[config.mk]
export PLATFORM = sky130hd
export DESIGN_NAME = preemptive_priority_scheduler
export DESIGN_NICKNAME = d
export VERILOG_FILES = /design/src/pps_pkg.sv /design/src/pps_ram.sv /design/src/pps_ctrl.sv /design/src/pps_datapath.sv /design/src/preemptive_priority_scheduler.sv
export SDC_FILE = /design/constraint.sdc
export NUM_CORES = 2
export LEC_CHECK = 0
export ABC_AREA = 1
export BUFFER_PORTS_ARGS = -buffer_cell sky130_fd_sc_hd__buf_2
export CAP_MARGIN = 20
export CORE_UTILIZATION = 35
export DETAILED_ROUTE_END_ITERATION = 8
export GPL_TIMING_DRIVEN = 0
export PLACE_DENSITY = 0.54
export SLEW_MARGIN = 20
export SYNTH_ARGS = -nofsm -noshare
export SYNTH_HDL_FRONTEND = slang
export SYNTH_SLANG_ARGS = --single-unit
[constraint.sdc]
create_clock -name clk -period 4.3 [get_ports clk]
set_input_delay 0.215 -clock clk [delete_from_list [all_inputs] [get_ports clk]]
set_output_delay 0.215 -clock clk [all_outputs]
set_load 0.02 [all_outputs]
[src/pps_pkg.sv]
package pps_pkg;

  localparam int TIME_W    = 20;
  localparam int METRIC_W  = 21;
  localparam logic [TIME_W-1:0] TIME_MAX = '1;

  localparam logic [1:0] CMD_LOAD  = 2'd0;
  localparam logic [1:0] CMD_TICK  = 2'd1;
  localparam logic [1:0] CMD_CLEAR = 2'd2;
  localparam logic [1:0] CMD_NOP   = 2'd3;

  typedef struct packed {
    logic [1:0]  command;
    logic [7:0]  task_id;
    logic [15:0] arrival_time;
    logic [15:0] burst_length;
    logic [7:0]  priority_level;
  } pps_in_t;

  typedef struct packed {
    logic                ran_valid;
    logic [7:0]          ran_id;
    logic                finished;
    logic [METRIC_W-1:0] turnaround_time;
    logic [METRIC_W-1:0] waiting_time;
    logic                all_done;
    logic                load_rejected;
  } pps_out_t;

  typedef struct packed {
    logic [7:0]  id;
    logic [15:0] arrival;
    logic [15:0] burst;
    logic [7:0]  prio;
    logic [15:0] remaining;
  } pps_entry_t;

  typedef enum logic [2:0] {
    ST_IDLE,
    ST_EXEC,
    ST_SCAN,
    ST_UPDATE,
    ST_RESULT
  } pps_state_t;

  typedef struct packed {
    logic latch_item;
    logic do_load;
    logic do_clear;
    logic scan_start;
    logic scan_run;
    logic do_update;
    logic out_load;
  } pps_cmd_t;

  typedef struct packed {
    logic [1:0] command;
    logic       scan_done;
    logic       out_free;
  } pps_stat_t;

endpackage

[src/pps_ram.sv]
module pps_ram #(
  parameter int WIDTH = 64,
  parameter int DEPTH = 16
) (
  input  logic                     clk,
  input  logic                     we,
  input  logic [$clog2(DEPTH)-1:0] waddr,
  input  logic [WIDTH-1:0]         wdata,
  input  logic [$clog2(DEPTH)-1:0] raddr,
  output logic [WIDTH-1:0]         rdata
);

  logic [WIDTH-1:0] mem [DEPTH];
  logic [WIDTH-1:0] rdata_r;

  always_ff @(posedge clk) begin
    if (we) begin
      mem[waddr] <= wdata;
    end
    rdata_r <= mem[raddr];
  end

  assign rdata = rdata_r;

endmodule

[src/pps_ctrl.sv]
module pps_ctrl (
  input  logic              clk,
  input  logic              rst_n,
  input  logic              in_valid,
  output logic              in_stall,
  input  pps_pkg::pps_stat_t stat,
  output pps_pkg::pps_cmd_t  cmd
);

  import pps_pkg::*;

  pps_state_t state_r, state_nxt;

  always_ff @(posedge clk) begin
    if (!rst_n) begin
      state_r <= ST_IDLE;
    end else begin
      state_r <= state_nxt;
    end
  end

  always_comb begin
    state_nxt = state_r;
    cmd       = '0;
    in_stall  = !rst_n || (state_r != ST_IDLE);
    unique case (state_r)
      ST_IDLE: begin
        if (in_valid && rst_n) begin
          cmd.latch_item = 1'b1;
          state_nxt      = ST_EXEC;
        end
      end
      ST_EXEC: begin
        unique case (stat.command)
          CMD_LOAD: begin
            cmd.do_load = 1'b1;
            state_nxt   = ST_RESULT;
          end
          CMD_TICK: begin
            cmd.scan_start = 1'b1;
            state_nxt      = ST_SCAN;
          end
          CMD_CLEAR: begin
            cmd.do_clear = 1'b1;
            state_nxt    = ST_RESULT;
          end
          default: begin
            state_nxt = ST_RESULT;
          end
        endcase
      end
      ST_SCAN: begin
        cmd.scan_run = 1'b1;
        if (stat.scan_done) begin
          state_nxt = ST_UPDATE;
        end
      end
      ST_UPDATE: begin
        cmd.do_update = 1'b1;
        state_nxt     = ST_RESULT;
      end
      ST_RESULT: begin
        if (stat.out_free) begin
          cmd.out_load = 1'b1;
          state_nxt    = ST_IDLE;
        end
      end
      default: begin
        state_nxt = ST_IDLE;
      end
    endcase
  end

endmodule

[src/pps_datapath.sv]
module pps_datapath #(
  parameter int MAX_TASKS = 16
) (
  input  logic               clk,
  input  logic               rst_n,
  input  pps_pkg::pps_in_t   in_data,
  input  pps_pkg::pps_cmd_t  cmd,
  output pps_pkg::pps_stat_t stat,
  input  logic               out_stall,
  output logic               out_valid,
  output pps_pkg::pps_out_t  out_data
);

  import pps_pkg::*;

  localparam int IDX_W = $clog2(MAX_TASKS);
  localparam int CNT_W = $clog2(MAX_TASKS + 1);
  localparam logic [CNT_W-1:0] MAX_CNT = CNT_W'(MAX_TASKS);

  pps_in_t           item_r;
  pps_out_t          res_r;
  pps_out_t          res_final;
  pps_out_t          out_data_r;
  logic              out_valid_r;
  logic [CNT_W-1:0]  loaded_cnt_r;
  logic [CNT_W-1:0]  done_cnt_r;
  logic [TIME_W-1:0] current_time_r;

  logic [CNT_W-1:0]  scan_idx_r;
  logic [IDX_W-1:0]  pend_idx_r;
  logic              pend_r;
  logic              found_r;
  logic [IDX_W-1:0]  best_idx_r;
  pps_entry_t        best_r;

  pps_entry_t        rd_entry;
  pps_entry_t        wr_entry;
  logic              ram_we;
  logic [IDX_W-1:0]  ram_waddr;
  logic              issue;
  logic              load_ok;
  logic              ready;
  logic              better;
  logic [15:0]       rem_dec;
  logic [METRIC_W-1:0] turn;
  logic [METRIC_W-1:0] burst_ext;
  logic [METRIC_W-1:0] wait_t;

  assign issue   = cmd.scan_run && (scan_idx_r < loaded_cnt_r);
  assign load_ok = (loaded_cnt_r < MAX_CNT) && (item_r.burst_length != 16'd0);
  assign ready   = ({{(TIME_W-16){1'b0}}, rd_entry.arrival} <= current_time_r) &&
                   (rd_entry.remaining != 16'd0);
  assign better  = ready && (!found_r || (rd_entry.prio < best_r.prio));

  assign rem_dec   = best_r.remaining - 16'd1;
  assign turn      = {1'b0, current_time_r} + METRIC_W'(1) -
                     {{(METRIC_W-16){1'b0}}, best_r.arrival};
  assign burst_ext = {{(METRIC_W-16){1'b0}}, best_r.burst};
  assign wait_t    = (turn >= burst_ext) ? (turn - burst_ext) : '0;

  always_comb begin
    wr_entry  = best_r;
    ram_waddr = best_idx_r;
    wr_entry.remaining = rem_dec;
    if (cmd.do_load) begin
      ram_waddr          = loaded_cnt_r[IDX_W-1:0];
      wr_entry.id        = item_r.task_id;
      wr_entry.arrival   = item_r.arrival_time;
      wr_entry.burst     = item_r.burst_length;
      wr_entry.prio      = item_r.priority_level;
      wr_entry.remaining = item_r.burst_length;
    end
  end

  assign ram_we = (cmd.do_load && load_ok) || (cmd.do_update && found_r);

  pps_ram #(
    .WIDTH ($bits(pps_entry_t)),
    .DEPTH (MAX_TASKS)
  ) u_table (
    .clk   (clk),
    .we    (ram_we),
    .waddr (ram_waddr),
    .wdata (wr_entry),
    .raddr (scan_idx_r[IDX_W-1:0]),
    .rdata (rd_entry)
  );

  always_ff @(posedge clk) begin
    if (cmd.latch_item) begin
      item_r <= in_data;
    end
    if (cmd.scan_run && pend_r && better) begin
      best_r     <= rd_entry;
      best_idx_r <= pend_idx_r;
    end
    if (cmd.scan_run) begin
      pend_idx_r <= scan_idx_r[IDX_W-1:0];
    end
  end

  // Table bookkeeping, time and scan control.
  always_ff @(posedge clk) begin
    if (!rst_n) begin
      loaded_cnt_r   <= '0;
      done_cnt_r     <= '0;
      current_time_r <= '0;
      scan_idx_r     <= '0;
      pend_r         <= 1'b0;
      found_r        <= 1'b0;
      res_r          <= '0;
    end else begin
      if (cmd.latch_item) begin
        res_r <= '0;
      end
      if (cmd.do_load) begin
        if (load_ok) begin
          loaded_cnt_r <= loaded_cnt_r + CNT_W'(1);
        end else begin
          res_r.load_rejected <= 1'b1;
        end
      end
      if (cmd.do_clear) begin
        loaded_cnt_r   <= '0;
        done_cnt_r     <= '0;
        current_time_r <= '0;
      end
      if (cmd.scan_start) begin
        scan_idx_r <= '0;
        pend_r     <= 1'b0;
        found_r    <= 1'b0;
      end else if (cmd.scan_run) begin
        pend_r <= issue;
        if (issue) begin
          scan_idx_r <= scan_idx_r + CNT_W'(1);
        end
        if (pend_r && better) begin
          found_r <= 1'b1;
        end
      end
      if (cmd.do_update) begin
        if (current_time_r != TIME_MAX) begin
          current_time_r <= current_time_r + TIME_W'(1);
        end
        if (found_r) begin
          res_r.ran_valid <= 1'b1;
          res_r.ran_id    <= best_r.id;
          if (rem_dec == 16'd0) begin
            res_r.finished        <= 1'b1;
            res_r.turnaround_time <= turn;
            res_r.waiting_time    <= wait_t;
            done_cnt_r            <= done_cnt_r + CNT_W'(1);
          end
        end
      end
    end
  end

  // Completion status is sampled after the command took effect.
  always_comb begin
    res_final          = res_r;
    res_final.all_done = (done_cnt_r == loaded_cnt_r);
  end

  // Output register.
  always_ff @(posedge clk) begin
    if (!rst_n) begin
      out_valid_r <= 1'b0;
    end else if (cmd.out_load) begin
      out_valid_r <= 1'b1;
    end else if (!out_stall) begin
      out_valid_r <= 1'b0;
    end
  end

  always_ff @(posedge clk) begin
    if (cmd.out_load) begin
      out_data_r <= res_final;
    end
  end

  assign out_valid      = out_valid_r;
  assign out_data       = out_data_r;
  assign stat.command   = item_r.command;
  assign stat.scan_done = !pend_r && (scan_idx_r == loaded_cnt_r);
  assign stat.out_free  = !out_valid_r || !out_stall;

  a_loaded_bound: assert property (@(posedge clk) disable iff (!rst_n)
    loaded_cnt_r <= MAX_CNT) else $error("task count exceeds table size");

  a_done_bound: assert property (@(posedge clk) disable iff (!rst_n)
    done_cnt_r <= loaded_cnt_r) else $error("more tasks completed than loaded");

  a_time_step: assert property (@(posedge clk) disable iff (!rst_n)
    cmd.do_update |=> (current_time_r == $past(current_time_r) + TIME_W'(1)) ||
                      (current_time_r == TIME_MAX))
    else $error("tick did not advance time");

  a_finish_ran: assert property (@(posedge clk) disable iff (!rst_n)
    out_valid_r && out_data_r.finished |-> out_data_r.ran_valid)
    else $error("completion reported without a running task");

endmodule

[src/preemptive_priority_scheduler.sv]
// Preemptive priority scheduler with a table of up to MAX_TASKS tasks.
// The input channel (in_valid, in_stall, in_data) carries one command item:
// load a task entry, advance one tick, clear the table and time, or do nothing.
// The result channel (out_valid, out_stall, out_data) returns exactly one item
// for every command item, in order.
// A tick reads the task table one entry per cycle from a RAM with separate
// read and write ports and a registered read. The table scan over the RAM
// read port makes a tick take longer than a load, clear or no-op.
// One command is worked on at a time; the next item is accepted in the cycle
// after the previous result is loaded into the output register, even while
// that is stalled, so no item is taken while the last is still in work.
// When the receiver holds out_stall, the result stays in the output register
// and the block stops before loading the next result.
// Reset empties the table, clears the completion count and sets time to zero;
// the input stalls while reset is held. Table contents need no clearing
// because only loaded entries are ever read.
module preemptive_priority_scheduler #(
  parameter int MAX_TASKS = 16
) (
  input  logic              clk,
  input  logic              rst_n,
  input  logic              in_valid,
  output logic              in_stall,
  input  pps_pkg::pps_in_t  in_data,
  output logic              out_valid,
  input  logic              out_stall,
  output pps_pkg::pps_out_t out_data
);

  import pps_pkg::*;

  // Command strobes from the sequencer and status back from the datapath.
  pps_cmd_t  cmd;
  pps_stat_t stat;

  pps_ctrl u_ctrl (
    .clk      (clk),
    .rst_n    (rst_n),
    .in_valid (in_valid),
    .in_stall (in_stall),
    .stat     (stat),
    .cmd      (cmd)
  );

  // The datapath holds the task table, the counters, the best-candidate
  // registers of the scan and the output register.
  pps_datapath #(
    .MAX_TASKS (MAX_TASKS)
  ) u_datapath (
    .clk       (clk),
    .rst_n     (rst_n),
    .in_data   (in_data),
    .cmd       (cmd),
    .stat      (stat),
    .out_stall (out_stall),
    .out_valid (out_valid),
    .out_data  (out_data)
  );

endmodule

Word-level counts from Yosys, hierarchy flattened
Memories as Yosys holds them, arrays and structs flattened. A register that Yosys moved wholly into a read port is not among the register bits.
Cells that the tools add are included.
{"block": "op_classes", "eq_ne": 13, "n_reduce_logical": 32, "n_bitwise": 1, "n_lt_le_gt_ge": 5, "n_addsub": 8, "n_mux": 35}
{"operator": "2-to-1 mux 52 bit", "count": 2}
{"operator": "2-to-1 mux 64 bit", "count": 1}
{"operator": "2-to-1 mux 20 bit", "count": 3}
{"operator": "2-to-1 mux 54 bit", "count": 1}
{"operator": "2-to-1 mux 43 bit", "count": 1}
{"operator": "subtractor 21 x 16 -> 21 bit", "count": 2}
{"operator": "nonzero test 16 bit", "count": 2}
{"operator": "adder 20 x 1 -> 21 bit (second input constant)", "count": 1}
{"operator": ">= comparator 21 x 16 -> 1 bit", "count": 1}
{"operator": "2-to-1 mux 21 bit", "count": 1}
{"operator": "adder 20 x 1 -> 20 bit (second input constant)", "count": 1}
{"operator": "<= comparator 16 x 20 -> 1 bit", "count": 1}
{"operator": "2-to-1 mux 5 bit", "count": 4}
{"operator": "inequality test 20 bit (second input constant)", "count": 1}
{"operator": "zero test 16 bit", "count": 1}
{"operator": "subtractor 16 x 1 -> 16 bit (second input constant)", "count": 1}
{"operator": "adder 5 x 1 -> 5 bit (second input constant)", "count": 3}
{"operator": "2-to-1 mux 1 bit", "count": 15}
{"operator": "2-to-1 mux 3 bit", "count": 5}
{"operator": "one-hot mux 3 bit (5 select lines)", "count": 1}
{"operator": "logical AND 1 bit", "count": 11}
{"operator": "== test 5 bit", "count": 2}
{"operator": "< comparator 8 bit", "count": 1}
{"operator": "== test 3 x 2 -> 1 bit (second input constant)", "count": 2}
{"operator": "18 further kinds", "count": 30}
{"block": "totals", "ff_bits": 270, "mem_bits_rw": 1024, "memories": 1}
{"memory": "u_datapath.u_table.mem", "depth": 16, "word_bits": 64, "read_ports": 1, "rd_clocked_by_memory_dff": 1, "write_ports": 1, "line": "pps_ram.sv:13", "source": "logic [WIDTH-1:0] mem [DEPTH];"}

Longest topological paths before layout
{"block": "depth", "word_depth": 7, "mapped_depth": 26}

By module
Synthesis repeated with hierarchy kept, for this count alone.
{"block": "unflattened", "cells_unflattened": 5738, "hier_area_um2": 59110.4}
{"mod": "pps_ram", "area_per_inst_um2": 45285.9, "n_inst": 1, "cells_each": 4210}
{"mod": "pps_datapath", "area_per_inst_um2": 13608.1, "n_inst": 1, "cells_each": 1490}
{"mod": "pps_ctrl", "area_per_inst_um2": 216.5, "n_inst": 1, "cells_each": 38}

Least setup slack after synthesis
OpenSTA, ideal clock, no wires.
{"block": "synth_timing", "path_type": "register to register", "startpoint": "register u_ctrl.state_r[0]", "endpoint": "memory u_datapath.u_table.mem[0][0] (enable)", "arrival_ns": 4.271, "setup_time_ns": 0.487, "stages_incl_launch_ff": 10, "required_time_ns": 3.813, "path_slack_ns": -0.458, "path_cell_list": "dfxtp_1 > inv_1 > nor2_1 > nand2_1 > nor3_2 > clkbuf_1 > nand3_1 > nand2_1 > nand3_1 > nor2_1"}
{"block": "synth_between", "elab_chain_len": 6, "elab_cells_between_ends": 10, "classes_between": "2 x eq/ne; 5 x mux; 3 x reduce/logical"}
{"item": "start, declared", "line": "pps_ctrl.sv:12", "source": "pps_state_t state_r, state_nxt;"}
{"item": "start signal, assigned", "line": "pps_ctrl.sv:18", "source": "state_r <= state_nxt;"}
{"item": "== test 3 x 1 -> 1 bit / == test 3 x 2 -> 1 bit (equally long branches)", "line": "pps_ctrl.sv:26", "source": "unique case (state_r)"}
{"item": "2-to-1 mux 3 bit / 2-to-1 mux 1 bit (equally long branches)", "line": "pps_ctrl.sv:26"}
{"item": "logical AND 1 bit", "line": "pps_datapath.sv:75", "source": "assign ram_we = (cmd.do_load && load_ok) || (cmd.do_update && found_r);"}
{"item": "logical OR 1 bit", "line": "pps_datapath.sv:75"}
{"item": "2-to-1 mux 1 bit", "line": "pps_ram.sv:17", "source": "if (we) begin"}
{"item": "2-to-1 mux 1 bit (not written as such)", "line": "pps_ram.sv:18", "source": "mem[waddr] <= wdata;"}
{"item": "end, declared", "line": "pps_ram.sv:13"}
Several ways; a longest one is shown, not always the timed one.

Final worst setup path
{"block": "layout_timing", "startpoint": "register u_datapath.scan_idx_r[0]", "endpoint": "register u_datapath.scan_idx_r[3]"}
{"block": "layout_between", "elab_chain_len": 3, "elab_cells_between_ends": 4, "classes_between": "1 x add/sub; 1 x order compare; 2 x reduce/logical"}
{"item": "start, declared", "line": "pps_datapath.sv:29", "source": "logic [CNT_W-1:0] scan_idx_r;"}
{"item": "start signal, assigned", "line": "pps_datapath.sv:135", "source": "scan_idx_r <= scan_idx_r + CNT_W'(1);"}
{"item": "< comparator 5 bit", "line": "pps_datapath.sv:49", "source": "assign issue = cmd.scan_run && (scan_idx_r < loaded_cnt_r);"}
{"item": "logical AND 1 bit", "line": "pps_datapath.sv:49"}
{"item": "AND reduction 2 bit (no line)"}
Several ways; a longest one is shown, not always the timed one.
A chain may end at the register's enable or synchronous reset.

==> impl_metrics.yaml <==
route:
  drtIter0Drc: 3666
  vias_per_cell: 5.30
  wl_met3_mm: 9.96
  ant_nets: 0
  top_layer: "met5"
  detail_route.wl_per_cell_um: 24.3
  wl_met1_mm: 72.5
  vias: 36500
  met2_wirelength_mm: 79.6
  drcViolationCount: 0
  first_pass_iters: 6
  routed_wl_mm: 168
synth:
  syn_area_um2: 54700
  yosysWarnings: 0
  synthArstFlopShare_pct: 0
  synthesis.nets: 4456
  seq_area_frac_synth_pct: 71.7
  yosys.area.top_type: "edfxtp_1"
  synthFlopType: "edfxtp_1"
  synth_area_per_cell_um2: 12.7
  synth_top_area_share_pct: 65.9
  synthTopCellsByArea: "edfxtp_1 66%, dfxtp_1 5.8%, nor2_1 4.6%, nand2_1 3.4%, o21ai_0 3.3%"
  syn_inst: 4309
  ys_seq_elements: 1358
  synth-edff-count: 1200
  yosys.cell_types.count: 51
power_and_ir_drop:
  power_mw: 27.2
  ir_drop_v: 0.000450
  power.density_nw_per_um2: 418
  total_leakage_power_nw: 21.8
clock_network:
  numCtsBuffers: 146
  clk_latency_ns: 0.79
  cts_tree: "built"
  cts-root-buf: "clkbuf_16"
  clkSinkCount: 1358
  htree_num_levels: 4
  cts.clk_slew.worst_paths_ns: 0.06
  clk_path_buf_depth: 3
setup_path:
  cpPeakStageDelay_ns: 0.51
  crit_path_end_kind: "flip-flop"
  start_kind: "flip-flop"
  crit_type: "flip-flop to flip-flop"
  crit_path_max_fanout: 10
  cpMostUsedCell: "buf_2"
  cp_slowest_cell: "buf_2"
  cp.arrival_ns: 4.81
  path_cells: "buf_2 -> buf_2 -> clkinv_1 -> clkbuf_2 -> clkbuf_1 -> ha_1 -> or3_1 -> nand3_1 -> inv_1 -> nand4_1 -> o21ai_0 -> a21oi_1"
  worstPathRequired_ns: 5.01
floorplan:
  core_area_um2: 155000
  start_util_pct: 35.4
  die_h_um: 397
  die_x_um: 397
  rows: 144
  io_pins: 110
  die_area_um2: 158000
grt:
  antenna_found_initial: 8
  grt_pass1_vias: 35600
  grt_pass1_wl_mm: 243
  grt_remaining_overflow: 0
  grt_max_degree: 26
  grt_use_total_pct: 21.1
sta:
  finalCritPeriodShare_pct: 95.4
  finalMaxSlewViolations: 0
  setup_viol: 0
  worst-slew-pin-transition_ns: 1.23
  fin_crit_ns: 4.10
  hold_viol: 0
  relSlewSlack_pct: 17.8
  skew_ns: 0.0362
  fin_tns_setup_ns: 0
  max_freq_mhz: 244
place:
  placed_area_um2: 59600
  gp_congestion: 0.906
  io_buffers: 109
  hpwl_mm: 120
cells_and_area:
  final_common_cell: "edfxtp_1"
  final_cell_mix: "1200 x edfxtp_1, 656 x nor2_1, 499 x nand2_1, 310 x o21ai_0, 218 x clkbuf_1"
  n_fill_cell: 14300
  drive_gt1_share_pct: 11.6
  area_growth_pct: 19.0
  fin_util_pct: 42.1
  layout.nets: 4865
  design_area_um2: 65000
job:
  drv_cap: 0
outcome:
  status: "completed"
min_path:
  hold_path.class: "input pin to flip-flop"
flip-flops by register name (all words and copies together), names as in the netlist:
name                       cells
u_ctrl.state_r                 3
u_datapath.best_idx_r          4
u_datapath.best_r             64
u_datapath.current_time_r     20
u_datapath.done_cnt_r          5
u_datapath.found_r             1
u_datapath.item_r             48
u_datapath.loaded_cnt_r        5
u_datapath.out_data           54
u_datapath.out_valid           1
u_datapath.pend_idx_r          4
u_datapath.pend_r              1
u_datapath.res_final          53
u_datapath.scan_idx_r          5
u_datapath.stat                2
u_datapath.u_table.mem      1024
u_datapath.u_table.rdata      64
critical path: cells and delay by family (launching register included):
family / cells / cell delay [ns]
fa+ha+maj: 1 / 0.34
compound gates: 2 / 0.24
flops: 1 / 0.40
simple gates: 3 / 0.75
buf+inv: 6 / 2.28
final timing paths:
| path | slack [ns] | startpoint | end | cells after the start |
|---|---|---|---|---|
| setup reg to reg | 0.20 | u_datapath.scan_idx_r[0]$_SDFFE_PP0P_ | u_datapath.scan_idx_r[3]$_SDFFE_PP0P_ | 12 |
| setup / recovery | 0.20 | u_datapath.scan_idx_r[0]$_SDFFE_PP0P_ | u_datapath.scan_idx_r[3]$_SDFFE_PP0P_ | 12 |
| hold / removal | 0.14 | in_data[25] | u_datapath.item_r[25]$_DFFE_PP_ | 2 |
| hold reg to reg | 0.39 | u_datapath.u_table.rdata[63]$_DFF_P_ | u_datapath.best_r[63]$_DFFE_PP_ | 0 |
final cells by class:
| class | instances | area, um^2 | area share, % |
|---|---|---|---|
| well taps | 2044 | 2560 | 3.93 |
| flip-flops and latches | 1358 | 39200 | 60.3 |
| inverters | 207 | 782 | 1.20 |
| clock inverters | 51 | 440 | 0.677 |
| diodes | 2 | 5.00 | 0.00770 |
| plain buffers | 229 | 923 | 1.42 |
| repair buffers | 261 | 2760 | 4.24 |
| clock buffers | 218 | 4240 | 6.52 |
| multi-input cells | 2515 | 14100 | 21.7 |
kinds of logic (layout without fill, tap and decap cells):
logic type	Yosys count	count (layout)	synth area share, %
flip-flops	1358	1358	71.7
adder cells (fa/ha/maj)	93	93	2.16
XOR/XNOR	23	23	0.368
multiplexers	103	103	1.89
AO/OA/AOI/OAI	823	823	9.66
other	0	2	0
AND/OR/NAND/NOR	1473	1473	11.1
buffers and inverters	436	966	3.09
timing repair:
item / in CTS / in global routing
pin swaps: 1 / 6
hold buffers: 53 / 0
gates resized for setup: 6 / 23
setup buffers: 2 / 6
hold endpoints to repair: 66 / 0
endpoints found under the setup margin: 127 / 37
gates cloned: 0 / 0
synth_stat cells, types with 2 or more instances:
| master | instances |
|---|---|
| or2_2 | 7 |
| nor3b_1 | 3 |
| a21oi_2 | 10 |
| nor2_2 | 6 |
| xor2_1 | 14 |
| buf_2 | 19 |
| clkbuf_1 | 184 |
| a31oi_1 | 5 |
| nand3_1 | 189 |
| o21a_1 | 9 |
| o32ai_1 | 153 |
| nor3_1 | 17 |
| nand3_4 | 2 |
| inv_2 | 6 |
| edfxtp_1 | 1200 |
| nand3b_1 | 5 |
| ha_1 | 91 |
| nor2_1 | 676 |
| nor4_1 | 15 |
| o221ai_1 | 103 |
| o21ai_0 | 362 |
| fa_1 | 2 |
| mux2i_1 | 103 |
| o211ai_1 | 32 |
| nand4_1 | 24 |
| nand2_1 | 500 |
| a2111oi_0 | 3 |
| nand3_2 | 2 |
| nand2_2 | 16 |
| dfxtp_1 | 158 |
| o21ai_1 | 6 |
| inv_1 | 197 |
| nor2_4 | 6 |
| a21oi_1 | 123 |
| a211oi_1 | 11 |
| clkinv_1 | 3 |
| o21bai_1 | 2 |
| buf_1 | 24 |
| xnor2_1 | 9 |
metrics by stage:
step           setup WS [ns]  hold WS (ns)  std cells
2_1_floorplan         -0.458         0.314       4309
3_3_place_gp           -4.79         0.387       6462
3_5_place_dp          -0.226         0.389       6553
4_1_cts               0.0347        0.0850       6877
5_1_grt             -0.00861         0.108       6883
6_report               0.199         0.144       6885
per-layer routing:
layer / global-route usage, % / vias to the layer above
met1: 28.5 / 18300
met3: 3.29 / 264
met4: 7.28 / 2
met5: 0 / -
li1: - / 16700
met2: 34.4 / 1260
report_power, final:
part           switching, mW  total, mW  internal [mW]
Combinational          0.366      0.504          0.139
Clock                   5.23       12.3           7.09
Sequential            0.0362       14.4           14.3
Note: power is estimated with default switching activity, not from simulation.
